<file path="src/hw/rtl/convex_polygon_sat_collision_macros.svh">
// Assertion helpers used by the top-level RTL file.
// Each macro expects signals named clk and rst in the module that uses it.
`ifndef CONVEX_POLYGON_SAT_COLLISION_MACROS_SVH
`define CONVEX_POLYGON_SAT_COLLISION_MACROS_SVH

// Same-cycle implication, disabled during reset
`define CPSC_ASSERT_IMP(lbl, ante, cons, msg) \
  lbl: assert property (@(posedge clk) disable iff (rst) (ante) |-> (cons)) \
    else $error(msg);

// Next-cycle implication, disabled during reset
`define CPSC_ASSERT_NXT(lbl, ante, cons, msg) \
  lbl: assert property (@(posedge clk) disable iff (rst) (ante) |=> (cons)) \
    else $error(msg);

`endif

</file>
<file path="src/hw/rtl/cpsc_pkg.sv">
`timescale 1ns / 1ps

package cpsc_pkg;

  // Default polygon capacity
  localparam int MAX_VERTS_DEF = 16;
  // Fewest vertices that make a polygon
  localparam int MIN_VERTS = 3;
  // Packed vertex: {x, y}, each Q16.16
  localparam int COORD_W = 32;
  localparam int VERT_W = 2 * COORD_W;

  // Item kinds
  typedef enum logic [1:0] {
    K_FIRST_VERT    = 2'd0,
    K_SECOND_VERT   = 2'd1,
    K_FIRST_ORIGIN  = 2'd2,
    K_SECOND_ORIGIN = 2'd3
  } kind_t;

  // Test sequencer states
  typedef enum logic [3:0] {
    ST_IDLE,
    ST_EDGE_A,
    ST_EDGE_B,
    ST_EDGE_C,
    ST_AXIS,
    ST_OFF_MUL,
    ST_OFF_SUM,
    ST_PROJ,
    ST_SHIFT,
    ST_CMP,
    ST_UPD,
    ST_SCALE_MUL,
    ST_SCALE_OUT
  } seq_state_t;

  // Unit axis unit states
  typedef enum logic [2:0] {
    AX_IDLE,
    AX_NORM,
    AX_SQ_A,
    AX_SQ_B,
    AX_ROOT,
    AX_DIV,
    AX_DONE
  } ax_state_t;

  // Unit axis, Q2.30
  typedef struct packed {
    logic        done;
    logic signed [31:0] ax;
    logic signed [31:0] ay;
  } axis_res_t;

endpackage

</file>
<file path="src/hw/rtl/cpsc_ram.sv">
`timescale 1ns / 1ps

module cpsc_ram #(
  parameter int WIDTH = cpsc_pkg::VERT_W,
  parameter int DEPTH = cpsc_pkg::MAX_VERTS_DEF
) (
  input  logic                     clk,
  input  logic                     we,
  input  logic [$clog2(DEPTH)-1:0] waddr,
  input  logic [WIDTH-1:0]         wdata,
  input  logic [$clog2(DEPTH)-1:0] raddr,
  output logic [WIDTH-1:0]         rdata
);

  logic [WIDTH-1:0] mem [DEPTH];

  // One write port, registered read port
  always_ff @(posedge clk) begin
    if (we) begin
      mem[waddr] <= wdata;
    end
    rdata <= mem[raddr];
  end

endmodule

</file>
<file path="config.mk">
export PLATFORM = sky130hd
export DESIGN_NAME = cpsc_ram
export DESIGN_NICKNAME = d
export VERILOG_FILES = /design/src/hw/rtl/convex_polygon_sat_collision_macros.svh /design/src/hw/rtl/cpsc_pkg.sv /design/src/hw/rtl/cpsc_ram.sv
export SDC_FILE = /design/constraint.sdc
export NUM_CORES = 1
export LEC_CHECK = 0
export BUFFER_PORTS_ARGS = -buffer_cell sky130_fd_sc_hd__buf_2
export CAP_MARGIN = 20
export CORE_MARGIN = 3
export CORE_UTILIZATION = 30
export DETAILED_ROUTE_END_ITERATION = 10
export GPL_TIMING_DRIVEN = 0
export MAX_ROUTING_LAYER = met4
export PLACE_DENSITY = 0.54
export REMOVE_ABC_BUFFERS = 1
export SKIP_CTS_REPAIR_TIMING = 1
export SLEW_MARGIN = 5
export SYNTH_ARGS = -nofsm -noshare
export SYNTH_HDL_FRONTEND = slang
export SYNTH_SLANG_ARGS = --single-unit
</file>
<file path="constraint.sdc">
create_clock -name clk -period 9.5 [get_ports clk]
set_input_delay 1.9 -clock clk [delete_from_list [all_inputs] [get_ports clk]]
set_output_delay 1.9 -clock clk [all_outputs]
set_load 0.02 [all_outputs]
</file>
Word-level counts from Yosys, hierarchy flattened
Memories as Yosys holds them, arrays and structs flattened. A register that Yosys moved wholly into a read port is not among the register bits.
Cells that the tools add are included.
{"block": "classes", "n_mux": 2}
{"cell": "$mux 1", "count": 2}
{"block": "totals", "ff_bits": 0, "ram_bits": 1024, "input_bits": 74, "output_inout_bits": 64, "word_cells": 3, "memories": 1}
{"name": "mem", "depth": 16, "width": 64, "read_ports": 1, "rd_ports_with_merged_regs": 1, "write_ports": 1, "line": "cpsc_ram.sv:15", "text": "logic [WIDTH-1:0] mem [DEPTH];"}

Depth between registers and ports, before layout
{"block": "logic_depth", "word_depth": 2, "mapped_depth": 6, "ltp_nobuf": 3}

Worst setup path after synthesis
Ideal clock, no wire load.
{"block": "synth_path", "path_kind": "in2reg", "from": "input port waddr[2]", "to": "memory mem[0][0] (netlist bit) (enable)", "setup_ns": 0.565, "t_arrival_ns": 6.763, "required_time_ns": 8.935, "slack_ns": 2.171, "stages": 2, "path_buffers": 0, "path_cell_list": "or3b_2 nor3_1"}
{"item": "from (decl)", "line": "cpsc_ram.sv:9", "text": "input logic [$clog2(DEPTH)-1:0] waddr,"}
{"item": "to (decl)", "line": "cpsc_ram.sv:15"}
No word-level cell before the write port.

==> impl_metrics.json <==
{
  "place.gp.congestion": 0.646,
  "first_pass_iters": 5,
  "synthCells": 1647,
  "required_ns": 10.01,
  "synth-simple-area-share_pct": 0.942,
  "grt_overflow": 0,
  "report.power.total_w": 0.0101,
  "fp.dieW_um": 369,
  "timing.final.crit_share_pct": 39.9,
  "core_um2": 130000,
  "detail-route-antenna-nets": 0,
  "synth_top_family_by_area": "multiplexers",
  "max_freq_mhz": 264,
  "period_minus_slack_ns": 3.79,
  "grt_pass1_vias": 19200,
  "synth_warnings": 0,
  "critPathKind": "in -> reg",
  "antenna_found_initial": 27,
  "seqCellArea_um2": 32000,
  "hold_violations": 0,
  "nets": 1981,
  "maxCapViolCount": 0,
  "crit_arrival_ns": 4.30,
  "mostFrequentLayoutCells": "1024 x edfxtp_1, 256 x mux4_2, 135 x buf_2",
  "synth.cell_area_um2": 39600,
  "synth.mux.area_fraction_pct": 14.6,
  "cts_sinks": 1088,
  "fp.dieH_um": 369,
  "synth_cell_type_count": 18,
  "clock_skew_ns": 0.0198,
  "port_buffers": 137,
  "grt_setup_unrepaired": "no",
  "fp.dieArea_um2": 136000,
  "vias": 18100,
  "placed_area_um2": 43900,
  "htree_num_levels": 3,
  "insertion_delay_ns": 0.66,
  "drive_gt1_share_pct": 33.6,
  "grt-busiest-layer": "met2",
  "avgViaCountPerCell": 4.82,
  "dp_hpwl_um": 59800,
  "powerDensity_nw_per_um2": 213,
  "grt_max_degree": 97,
  "grt_use_met2_pct": 21.8,
  "cts.clk_slew.worst_paths_ns": 0.06,
  "ys_seq_area_share_pct": 80.9,
  "synth-compound-area-share_pct": 2.43,
  "fillerInstances": 11700,
  "syn_area_per_cell_um2": 24.0,
  "ys_ff_latch": 1088,
  "wl_per_cell_um": 25.0,
  "ios": 138,
  "initial_core_util_pct": 30.4,
  "drt_wl_total_um": 93400,
  "drv_slew": 0,
  "final_area_um2": 47400,
  "grt_use_total_pct": 14.1,
  "cts.path.max_buffers": 3,
  "cts_tree": "built",
  "status": "complete, no violations",
  "peakVddDrop_mv": 0.147,
  "grt_use_met3_pct": 2.47,
  "grt_use_met1_pct": 19.6,
  "final_util_pct": 36.4,
  "grt_pass1_wl_um": 136000,
  "min_path_type": "reg -> reg",
  "cp_max_fo": 63,
  "end_kind": "register",
  "cp-start-kind": "input pin",
  "first_iter_violations": 1850,
  "tightest_slew_ns": 0.899,
  "layout_commonest_cell": "edfxtp_1",
  "slew_headroom_pct": 39.7,
  "synthXorXnorAreaFrac_pct": 0,
  "setup_violations": 0,
  "rows": 132,
  "syn_to_final_growth_pct": 19.8,
  "drc": 0,
  "synth_adder_area_share_pct": 0,
  "root_buffer": "clkbuf_16",
  "p_leak_nw": 15.1,
  "numCtsBuffers": 105,
  "multi_input_area_um2": 7230
}
-- registers in the layout, indices dropped and copies added, names as in the netlist --
register / flops
mem: 1024
rdata: 64
-- metal layers --
| layer | wire (um) | vias to the layer above |
|---|---|---|
| li1 | - | 7589 |
| met1 | 41500 | 9777 |
| met2 | 44800 | 555 |
| met3 | 5400 | 141 |
| met4 | 1750 | 0 |
| met5 | 0 | - |
-- power by group --
| part | switching, W | internal [W] |
|---|---|---|
| clock | 0.00173 | 0.00243 |
| combinational | 0.000316 | 0.000214 |
| sequential | 0.0000355 | 0.00536 |
| total | 0.00208 | 0.00801 |
-- synthesized netlist by cell type --
master	instances	area share [%]
or3b_2	1	0.022
buf_6	13	0.37
mux4_2	256	15
buf_4	6	0.11
buf_2	13	0.16
and2_1	1	0.016
nand2b_1	2	0.032
nand3_1	1	0.013
clkbuf_1	36	0.34
nor3_1	4	0.051
nor2_1	13	0.12
nand2_1	65	0.62
nand3b_1	2	0.038
nor2b_1	2	0.032
a22oi_1	128	2.4
buf_1	16	0.15
dfxtp_1	64	3.2
edfxtp_1	1024	78
-- kinds of logic after synthesis --
logic type	count (synthesis)
simple gates	91
buf+inv	84
flops	1088
compound gates	128
mux	256
-- final timing paths --
kind,from,to,slack [ns],cells after the start
worst min-delay path,mem[4][29],rdata[29],0.67,3
worst max register to register,mem[11][60],rdata[60],8.08,3
worst min register to register,mem[4][29],rdata[29],0.67,3
worst max-delay path,raddr[0],rdata[60],5.71,6
-- final cells by class --
class / count / share of cell area, %
antenna: 10 / 0.0528
clock buffer: 139 / 6.09
clock inverter: 53 / 1.17
multi-input combinational: 475 / 15.3
sequential: 1088 / 67.6
tap: 1742 / 4.60
timing repair buffer: 237 / 5.27
-- metrics by stage --
stage	hold slack (ns)	setup TNS (ns)	setup slack [ns]	cells
finish	0.672	0	5.71	3744
global route	0.698	0	5.49	3742
floorplan	0.635	0	2.17	1563
global placement	0.656	-1362.33	-4.84	3442
detailed placement	0.658	0	5.00	3542
CTS	0.671	0	5.64	3734
-- worst max-delay path: stages --
cell	delay [ns]
buf_8	0.41
buf_16	0.35
buf_16	0.40
mux4_2	0.59
a22oi_1	0.28
nand2_1	0.14
(Power assumes the default switching activity.)
