$ cat config.mk
export PLATFORM = sky130hd
export DESIGN_NAME = cpsc_axis
export DESIGN_NICKNAME = d
export VERILOG_FILES = /design/src/hw/rtl/convex_polygon_sat_collision_macros.svh /design/src/hw/rtl/cpsc_pkg.sv /design/src/hw/rtl/cpsc_axis.sv
export SDC_FILE = /design/constraint.sdc
export NUM_CORES = 2
export LEC_CHECK = 0
export ABC_AREA = 1
export BUFFER_PORTS_ARGS = -buffer_cell sky130_fd_sc_hd__buf_2
export CORE_ASPECT_RATIO = 2
export CORE_MARGIN = 4
export CORE_UTILIZATION = 25
export DETAILED_ROUTE_END_ITERATION = 8
export PLACE_DENSITY = 0.36
export SYNTH_ARGS = -nofsm -noshare
export SYNTH_HDL_FRONTEND = slang
export SYNTH_SLANG_ARGS = --single-unit
$ cat constraint.sdc
create_clock -name clk -period 13.6 [get_ports clk]
set_clock_uncertainty 0.1 [all_clocks]
set_input_delay 1.36 -clock clk [delete_from_list [all_inputs] [get_ports clk]]
set_output_delay 1.36 -clock clk [all_outputs]
set_load 0.1 [all_outputs]
$ cat src/hw/rtl/convex_polygon_sat_collision_macros.svh
// Assertion helpers used by the top-level RTL file.
// Each macro expects signals named clk and rst in the module that uses it.
`ifndef CONVEX_POLYGON_SAT_COLLISION_MACROS_SVH
`define CONVEX_POLYGON_SAT_COLLISION_MACROS_SVH

// Same-cycle implication, disabled during reset
`define CPSC_ASSERT_IMP(lbl, ante, cons, msg) \
  lbl: assert property (@(posedge clk) disable iff (rst) (ante) |-> (cons)) \
    else $error(msg);

// Next-cycle implication, disabled during reset
`define CPSC_ASSERT_NXT(lbl, ante, cons, msg) \
  lbl: assert property (@(posedge clk) disable iff (rst) (ante) |=> (cons)) \
    else $error(msg);

`endif

$ cat src/hw/rtl/cpsc_pkg.sv
`timescale 1ns / 1ps

package cpsc_pkg;

  // Default polygon capacity
  localparam int MAX_VERTS_DEF = 16;
  // Fewest vertices that make a polygon
  localparam int MIN_VERTS = 3;
  // Packed vertex: {x, y}, each Q16.16
  localparam int COORD_W = 32;
  localparam int VERT_W = 2 * COORD_W;

  // Item kinds
  typedef enum logic [1:0] {
    K_FIRST_VERT    = 2'd0,
    K_SECOND_VERT   = 2'd1,
    K_FIRST_ORIGIN  = 2'd2,
    K_SECOND_ORIGIN = 2'd3
  } kind_t;

  // Test sequencer states
  typedef enum logic [3:0] {
    ST_IDLE,
    ST_EDGE_A,
    ST_EDGE_B,
    ST_EDGE_C,
    ST_AXIS,
    ST_OFF_MUL,
    ST_OFF_SUM,
    ST_PROJ,
    ST_SHIFT,
    ST_CMP,
    ST_UPD,
    ST_SCALE_MUL,
    ST_SCALE_OUT
  } seq_state_t;

  // Unit axis unit states
  typedef enum logic [2:0] {
    AX_IDLE,
    AX_NORM,
    AX_SQ_A,
    AX_SQ_B,
    AX_ROOT,
    AX_DIV,
    AX_DONE
  } ax_state_t;

  // Unit axis, Q2.30
  typedef struct packed {
    logic        done;
    logic signed [31:0] ax;
    logic signed [31:0] ay;
  } axis_res_t;

endpackage

$ cat src/hw/rtl/cpsc_axis.sv
`timescale 1ns / 1ps

// Turns an edge normal into a unit axis in Q2.30: normalise, sum of squares,
// bit-serial square root, then two restoring dividers side by side.
module cpsc_axis (
  input  logic                   clk,
  input  logic                   rst,
  input  logic                   start,
  input  logic signed [32:0]     nx,
  input  logic signed [32:0]     ny,
  output cpsc_pkg::axis_res_t    res
);

  localparam int ROOT_STEPS = 32;
  localparam int QUO_W = 31;

  cpsc_pkg::ax_state_t state, state_next;

  logic        neg_x, neg_y;
  logic [32:0] a, b;
  logic [62:0] s;
  logic [63:0] r;
  logic [63:0] bitm;
  logic [4:0]  cnt;
  logic [32:0] rem_a, rem_b;
  logic [QUO_W-1:0] q_a, q_b;

  logic [32:0] m;
  logic [30:0] mul_op;
  logic [61:0] sq;
  logic [63:0] trial;
  logic        ge_r;
  logic [31:0] len;
  logic        in_a;
  logic [32:0] sh_a, sh_b;
  logic        ge_a, ge_b;
  logic signed [31:0] qa_s, qb_s;

  // Shared arithmetic
  assign m      = (a > b) ? a : b;
  assign mul_op = (state == cpsc_pkg::AX_SQ_A) ? a[30:0] : b[30:0];
  assign sq     = mul_op * mul_op;
  assign trial  = r + bitm;
  assign ge_r   = {1'b0, s} >= trial;
  assign len    = r[31:0];
  assign in_a   = (cnt == 5'(QUO_W - 1)) ? a[0] : 1'b0;
  assign sh_a   = {rem_a[31:0], in_a};
  assign sh_b   = {rem_b[31:0], ((cnt == 5'(QUO_W - 1)) ? b[0] : 1'b0)};
  assign ge_a   = sh_a >= {1'b0, len};
  assign ge_b   = sh_b >= {1'b0, len};
  assign qa_s   = {1'b0, q_a};
  assign qb_s   = {1'b0, q_b};

  // Result
  assign res.done = (state == cpsc_pkg::AX_DONE);
  assign res.ax   = neg_x ? -qa_s : qa_s;
  assign res.ay   = neg_y ? -qb_s : qb_s;

  always_ff @(posedge clk) begin
    if (rst) begin
      state <= cpsc_pkg::AX_IDLE;
    end else begin
      state <= state_next;
    end
  end

  // Next state
  always_comb begin
    state_next = state;
    case (state)
      cpsc_pkg::AX_IDLE: if (start) state_next = cpsc_pkg::AX_NORM;
      cpsc_pkg::AX_NORM: begin
        if (m == '0) begin
          state_next = cpsc_pkg::AX_DONE;
        end else if (m[32:31] == 2'b00 && m[30]) begin
          state_next = cpsc_pkg::AX_SQ_A;
        end
      end
      cpsc_pkg::AX_SQ_A: state_next = cpsc_pkg::AX_SQ_B;
      cpsc_pkg::AX_SQ_B: state_next = cpsc_pkg::AX_ROOT;
      cpsc_pkg::AX_ROOT: if (cnt == '0) state_next = cpsc_pkg::AX_DIV;
      cpsc_pkg::AX_DIV:  if (cnt == '0) state_next = cpsc_pkg::AX_DONE;
      cpsc_pkg::AX_DONE: state_next = cpsc_pkg::AX_IDLE;
      default:           state_next = cpsc_pkg::AX_IDLE;
    endcase
  end

  // Datapath
  always_ff @(posedge clk) begin
    case (state)
      cpsc_pkg::AX_IDLE: begin
        if (start) begin
          a     <= nx[32] ? 33'(-nx) : 33'(nx);
          b     <= ny[32] ? 33'(-ny) : 33'(ny);
          neg_x <= nx[32];
          neg_y <= ny[32];
        end
      end
      cpsc_pkg::AX_NORM: begin
        // one bit of shift a cycle until the larger magnitude is in [2^30, 2^31)
        if (m == '0) begin
          q_a <= '0;
          q_b <= '0;
        end else if (m[32:31] != 2'b00) begin
          a <= a >> 1;
          b <= b >> 1;
        end else if (!m[30]) begin
          a <= a << 1;
          b <= b << 1;
        end
      end
      cpsc_pkg::AX_SQ_A: s <= {1'b0, sq};
      cpsc_pkg::AX_SQ_B: begin
        s    <= s + {1'b0, sq};
        r    <= '0;
        bitm <= 64'd1 << 62;
        cnt  <= 5'(ROOT_STEPS - 1);
      end
      cpsc_pkg::AX_ROOT: begin
        if (ge_r) begin
          s <= s - trial[62:0];
          r <= (r >> 1) + bitm;
        end else begin
          r <= r >> 1;
        end
        bitm <= bitm >> 2;
        if (cnt == '0) begin
          rem_a <= {3'b000, a[30:1]};
          rem_b <= {3'b000, b[30:1]};
          cnt   <= 5'(QUO_W - 1);
        end else begin
          cnt <= cnt - 5'd1;
        end
      end
      cpsc_pkg::AX_DIV: begin
        rem_a <= ge_a ? (sh_a - {1'b0, len}) : sh_a;
        rem_b <= ge_b ? (sh_b - {1'b0, len}) : sh_b;
        q_a   <= {q_a[QUO_W-2:0], ge_a};
        q_b   <= {q_b[QUO_W-2:0], ge_b};
        cnt   <= cnt - 5'd1;
      end
      default: ;
    endcase
  end

endmodule

Word-level counts from Yosys, hierarchy flattened
Index checks and enable logic that the tools add are counted.
{"block": "word_totals", "regBits": 393, "in_bits": 69, "out_inout_bits": 65, "wordCells": 102}
{"block": "op_classes", "n_addsub": 11, "mul": 1, "magnitude_cmp": 4, "n_eq_ne": 15, "muxes": 40, "n_reduce_logical": 18}
{"cell": "two-way mux 33 bit", "n": 11}
{"cell": "case mux 64 bit (2 select lines)", "n": 2}
{"cell": "two-way mux 32 bit", "n": 6}
{"cell": "case mux 63 bit (3 select lines)", "n": 1}
{"cell": "case mux 33 bit (2 select lines)", "n": 2}
{"cell": "case mux 32 bit (2 select lines)", "n": 2}
{"cell": "case mux 31 bit (2 select lines)", "n": 2}
{"cell": ">= comparator 33 x 32 -> 1 bit", "n": 2}
{"cell": "negator 33 bit", "n": 2}
{"cell": "adder 63 x 64 -> 64 bit", "n": 1}
{"cell": "adder 64 bit", "n": 1}
{"cell": ">= comparator 63 x 64 -> 1 bit", "n": 1}
{"cell": "two-way mux 64 bit", "n": 1}
{"cell": "negator 31 -> 32 bit", "n": 2}
{"cell": "subtractor 32 bit", "n": 2}
{"cell": "adder 63 x 62 -> 63 bit", "n": 1}
{"cell": "two-way mux 63 bit", "n": 1}
{"cell": "subtractor 63 bit", "n": 1}
{"cell": "multiplier 31 x 31 -> 62 bit", "n": 1}
{"cell": "two-way mux 31 bit", "n": 2}
{"cell": "greater-than comparator 33 bit", "n": 1}
{"cell": "logical NOT 33 bit", "n": 1}
{"cell": "case mux 3 bit (6 select lines)", "n": 1}
{"cell": "two-way mux 3 bit", "n": 5}
{"cell": "other kinds (18)", "n": 37}

Longest topological paths before layout
{"block": "logic_depth", "ltp_word": 7, "ltp_mapped": 64, "ltp_nobuf": 61}

Least setup slack after synthesis
OpenSTA, ideal clock, no wires.
{"block": "synth_path", "kind": "register to register", "start": "register state[1]", "end": "register s[58] (data pin)", "setup_time_ns": 0.264, "arrival_ns": 10.170, "required_ns": 13.236, "setup_slack_ns": 3.066, "path_stages_with_launch": 49, "period_less_slack_ns": 10.534, "cell_sequence": "dfxtp_1 inv_1 nor2_1 nand2_2 buf_2 buf_1 o21ai_1 clkinv_1 clkbuf_1 nor2_1 inv_1 fa_1 fa_1 inv_1 fa_1 inv_1 fa_1 inv_1 [... 13 more ...] nand2_1 nor2_1 nand4_4 or2_2 nand3_1 o21ai_0 ha_1 nand2_1 nor2_1 inv_1 nor4_1 nand2_1 o211ai_1 nand3_1 o2111ai_1 nand2_1 nand3_1 o21ai_0"}
{"block": "synth_via", "elab_chain_cells": 5, "word_cells_on_any_way": 7, "cone_classes": "add/sub (1); mul (1); eq/ne (3); mux (2)"}
{"item": "start, declared", "line_no": "cpsc_axis.sv:17", "text": "cpsc_pkg::ax_state_t state, state_next;"}
{"item": "start signal, assigned", "line_no": "cpsc_axis.sv:61", "text": "state <= cpsc_pkg::AX_IDLE;"}
{"item": "start signal, assigned", "line_no": "cpsc_axis.sv:63", "text": "state <= state_next;"}
{"item": "equality test 3 x 2 -> 1 bit", "line_no": "cpsc_axis.sv:41, cpsc_axis.sv:90"}
{"item": "two-way mux 31 bit", "line_no": "cpsc_axis.sv:41", "text": "assign mul_op = (state == cpsc_pkg::AX_SQ_A) ? a[30:0] : b[30:0];"}
{"item": "multiplier 31 x 31 -> 62 bit", "line_no": "cpsc_axis.sv:42", "text": "assign sq = mul_op * mul_op;"}
{"item": "adder 63 x 62 -> 63 bit", "line_no": "cpsc_axis.sv:114", "text": "s <= s + {1'b0, sq};"}
{"item": "case mux 63 bit (3 select lines) (*)", "line_no": "cpsc_axis.sv:90", "text": "case (state)"}
{"item": "end signal, assigned", "line_no": "cpsc_axis.sv:112", "text": "cpsc_pkg::AX_SQ_A: s <= {1'b0, sq};"}
{"item": "end signal, assigned", "line_no": "cpsc_axis.sv:114"}
{"item": "end signal, assigned", "line_no": "cpsc_axis.sv:121", "text": "s <= s - trial[62:0];"}
{"item": "end, declared", "line_no": "cpsc_axis.sv:21", "text": "logic [62:0] s;"}
Mark *: on every way between the ends. The rest lies on a longest branch, timed or not.
A chain may end at the register's enable or synchronous reset.

Worst setup path after layout
{"block": "layout_path", "start": "register state[2]", "end": "register s[53] (data pin)"}
Same word-level chain as after synthesis.

==> run summary <==
#FFs+latches synth: 361
Tcrit/Tclk final: 96.2%
Max clock buf depth: 3
clk sinks: 361
FF-to-FF path depth: 56
warnings from Yosys: 0
via count: 61500
CTS Root Cell: clkbuf_16
max-cap viol count: 0
r2r setup slk: 0.52 ns
initial antenna violation count: 7
Critical-path top delay cell: fa_1
Setup crit end kind: flop
unrepaired setup endpoints after global routing: no
total track usage: 23.2%
hpwl dp: 280000 µm
final net count: 10700
DP Area: 72400 µm²
Most common cell on crit path: nand2_1
CP required: 13.85 ns
Final Hold Fails: 0
DRC violations left: 0
CTS Buf Count: 45
area leader, netlist: fa_1
Avg Vias per Cell: 4.81
post-route cell area: 73900 µm²
first-pass GRT wire length: 457000 µm
Worst Setup EP: s[53]$_DFFE_PP_
Avg WL per Cell: 25.2 µm
ys async rst share: 0%
Startpoint Class: flop
DRT Pass-1 Iters: 7
worst-path fanout max: 35
dominant cell by count in the synthesized netlist: inv_1
num rows: 266
largest net degree at the start of global routing: 85
Post-synth top flop: edfxtp_1
Synth Cell Area: 66000 µm²
Die Y: 735 µm
worst r2r src: state[2]$_SDFFE_PP0P_
Tmin final: 13.08 ns
final setup violation count: 0
Hold WS: 0.500 ns
worst setup margin: 0.518 ns
H-tree levels: 2
net count after synthesis: 10400
Area contributors post-synth: fa_1 (23%), edfxtp_1 (16%), inv_1 (11%), ha_1 (10%), nand2_1 (9.7%)
max-slew violations: 0
pre-CTS setup slack: -0.161 ns
Tightest Hold Check Type: reg2reg
number of global-route vias before repair: 66200
sequential-to-total area share from yosys stat: 16.4%
initial core utilization: 25.1%
Syn Area/Cell: 7.29 µm²
Die Wd: 371 µm
Synth top area share: 23.0%
CTS tree: built
Tightest Pin Transition: 1.24 ns
worst r2r dst: s[53]$_DFFE_PP_
Clock Latency Late Sink: 0.70 ns
post-route insts no fill: 12800
Congestion Overflow GR: 0
EDFF count, synth: 358
Die ar.: 273000 µm²
port buffer count: 133
Crit path largest cell delay: 0.53 ns
core area: 263000 µm²
Worst-path clk slew: 0.07 ns
WL final: 322000 µm
DR iter-0 viols: 3480
most frequent cells after synthesis: inv_1 (1968), nand2_1 (1701), nor2_1 (1085)
Synth cell types: 67
# IOs: 134
Hold Buf Count CTS: 0
FILL cells: 29100
P&R area growth vs syn: 12.0%
max_slew headroom: 17.3%
Placed Cells: 12700
worst path arrival time: 13.34 ns
status: completed
Cells after Synth: 9044
placer congestion estimate: 0.969
WS Path Type: reg2reg
Max Clk Rate: 76.4 MHz
share of post-route cells with drive strength above 1: 6.21%
crit path from: state[2]$_SDFFE_PP0P_
DRT antenna net count: 0
==> worst max-delay path: cells and delay by family (launching register included) <==
kind	cells	cell delay, ns
fa+ha+maj	10	4.73
buf+inv	16	1.98
simple gates	24	4.48
xor+xnor	2	0.40
flops	1	0.50
compound gates	4	0.45
==> state kept, by name (all words and copies together) (netlist names) <==
| name | flops |
|---|---|
| a | 33 |
| b | 33 |
| bitm | 32 |
| cnt | 5 |
| neg_x | 1 |
| neg_y | 1 |
| q_a | 31 |
| q_b | 31 |
| r | 64 |
| rem_a | 32 |
| rem_b | 32 |
| s | 63 |
| state | 3 |
==> metal layers <==
metal | wire, µm | vias to the layer above | track usage [%]
met5 | 27 | - | 0
met4 | 26200 | 4 | 15.3
met3 | 6860 | 640 | 1.41
met2 | 186000 | 1420 | 48.1
met1 | 103000 | 30500 | 21.0
li1 | - | 29000 | -
==> layout make-up <==
type | instances | area (µm²) | area share (%)
Inverter | 1981 | 7450 | 10.1
Antenna cell | 3 | 7.51 | 0.0102
Tap cell | 3484 | 4360 | 5.90
Multi-Input combinational cell | 6490 | 47000 | 63.7
Sequential cell | 361 | 10800 | 14.6
Timing Repair Buffer | 396 | 2780 | 3.76
Clock inverter | 27 | 250 | 0.339
Clock buffer | 56 | 1190 | 1.61
==> cells in the final DEF (no fill, tap or decap), types with 15 or more instances in the layout <==
| cell type | Yosys | routed |
|---|---|---|
| o21ai_0 | 590 | 576 |
| buf_4 | 5 | 252 |
| a21o_1 | 18 | 18 |
| xnor2_1 | 109 | 108 |
| edfxtp_1 | 358 | 358 |
| nand3b_1 | 28 | 28 |
| clkbuf_16 | 0 | 45 |
| o22ai_1 | 30 | 30 |
| nand4_1 | 87 | 87 |
| o21bai_1 | 28 | 28 |
| a31oi_1 | 70 | 70 |
| nand2_2 | 12 | 15 |
| inv_1 | 1968 | 1960 |
| o211ai_1 | 28 | 28 |
| nand2_1 | 1701 | 1696 |
| fa_1 | 758 | 758 |
| nor4_1 | 45 | 44 |
| a21oi_1 | 475 | 474 |
| nor3_1 | 122 | 121 |
| ha_1 | 552 | 552 |
| xor2_1 | 223 | 222 |
| o21ai_1 | 36 | 42 |
| nor2_1 | 1085 | 1080 |
| nand3_1 | 322 | 322 |
| buf_2 | 19 | 133 |
| o21a_1 | 20 | 20 |
==> repair_timing <==
action | in CTS | in global routing
resized for setup | 2 | 10
endpoints found under the setup margin | 8 | 20
setup buffers | 0 | 0
gates cloned | 0 | 0
==> cells by family (layout without fill, tap and decap cells) <==
group	after synthesis	in the layout	share of synthesized area, %
adders and majority gates	1310	1310	33.5
other	0	3	0
DFF	361	361	16.4
and+or+nand+nor	3480	3480	21.9
buffers and inverters	2193	2460	12.5
xor gates and xnor gates	334	334	4.46
AOI/OAI and AO/OA	1366	1366	11.3
==> per-stage QoR <==
step / setup TNS [ns] / utilization (%)
5_1_grt: 0 / 28.1
2_1_floorplan: 0 / -
4_1_cts: 0 / 28.1
3_3_place_gp: -0.825 / 27.6
6_report: 0 / 28.1
3_5_place_dp: -0.401 / 27.6
==> worst min-delay path by stage <==
stage,to,cells after the start,from
floorplan,rem_a[16]$_DFFE_PP_,2,rem_a[15]$_DFFE_PP_
global placement,cnt[0]$_DFFE_PN_,1,cnt[0]$_DFFE_PN_
detailed placement,cnt[0]$_DFFE_PN_,1,cnt[0]$_DFFE_PN_
CTS,cnt[0]$_DFFE_PN_,1,cnt[0]$_DFFE_PN_
global route,cnt[0]$_DFFE_PN_,1,cnt[0]$_DFFE_PN_
finish,cnt[0]$_DFFE_PN_,1,cnt[0]$_DFFE_PN_
Power is not shown: default switching activity piles up to over one toggle a cycle in this logic, so the estimate is an artifact.
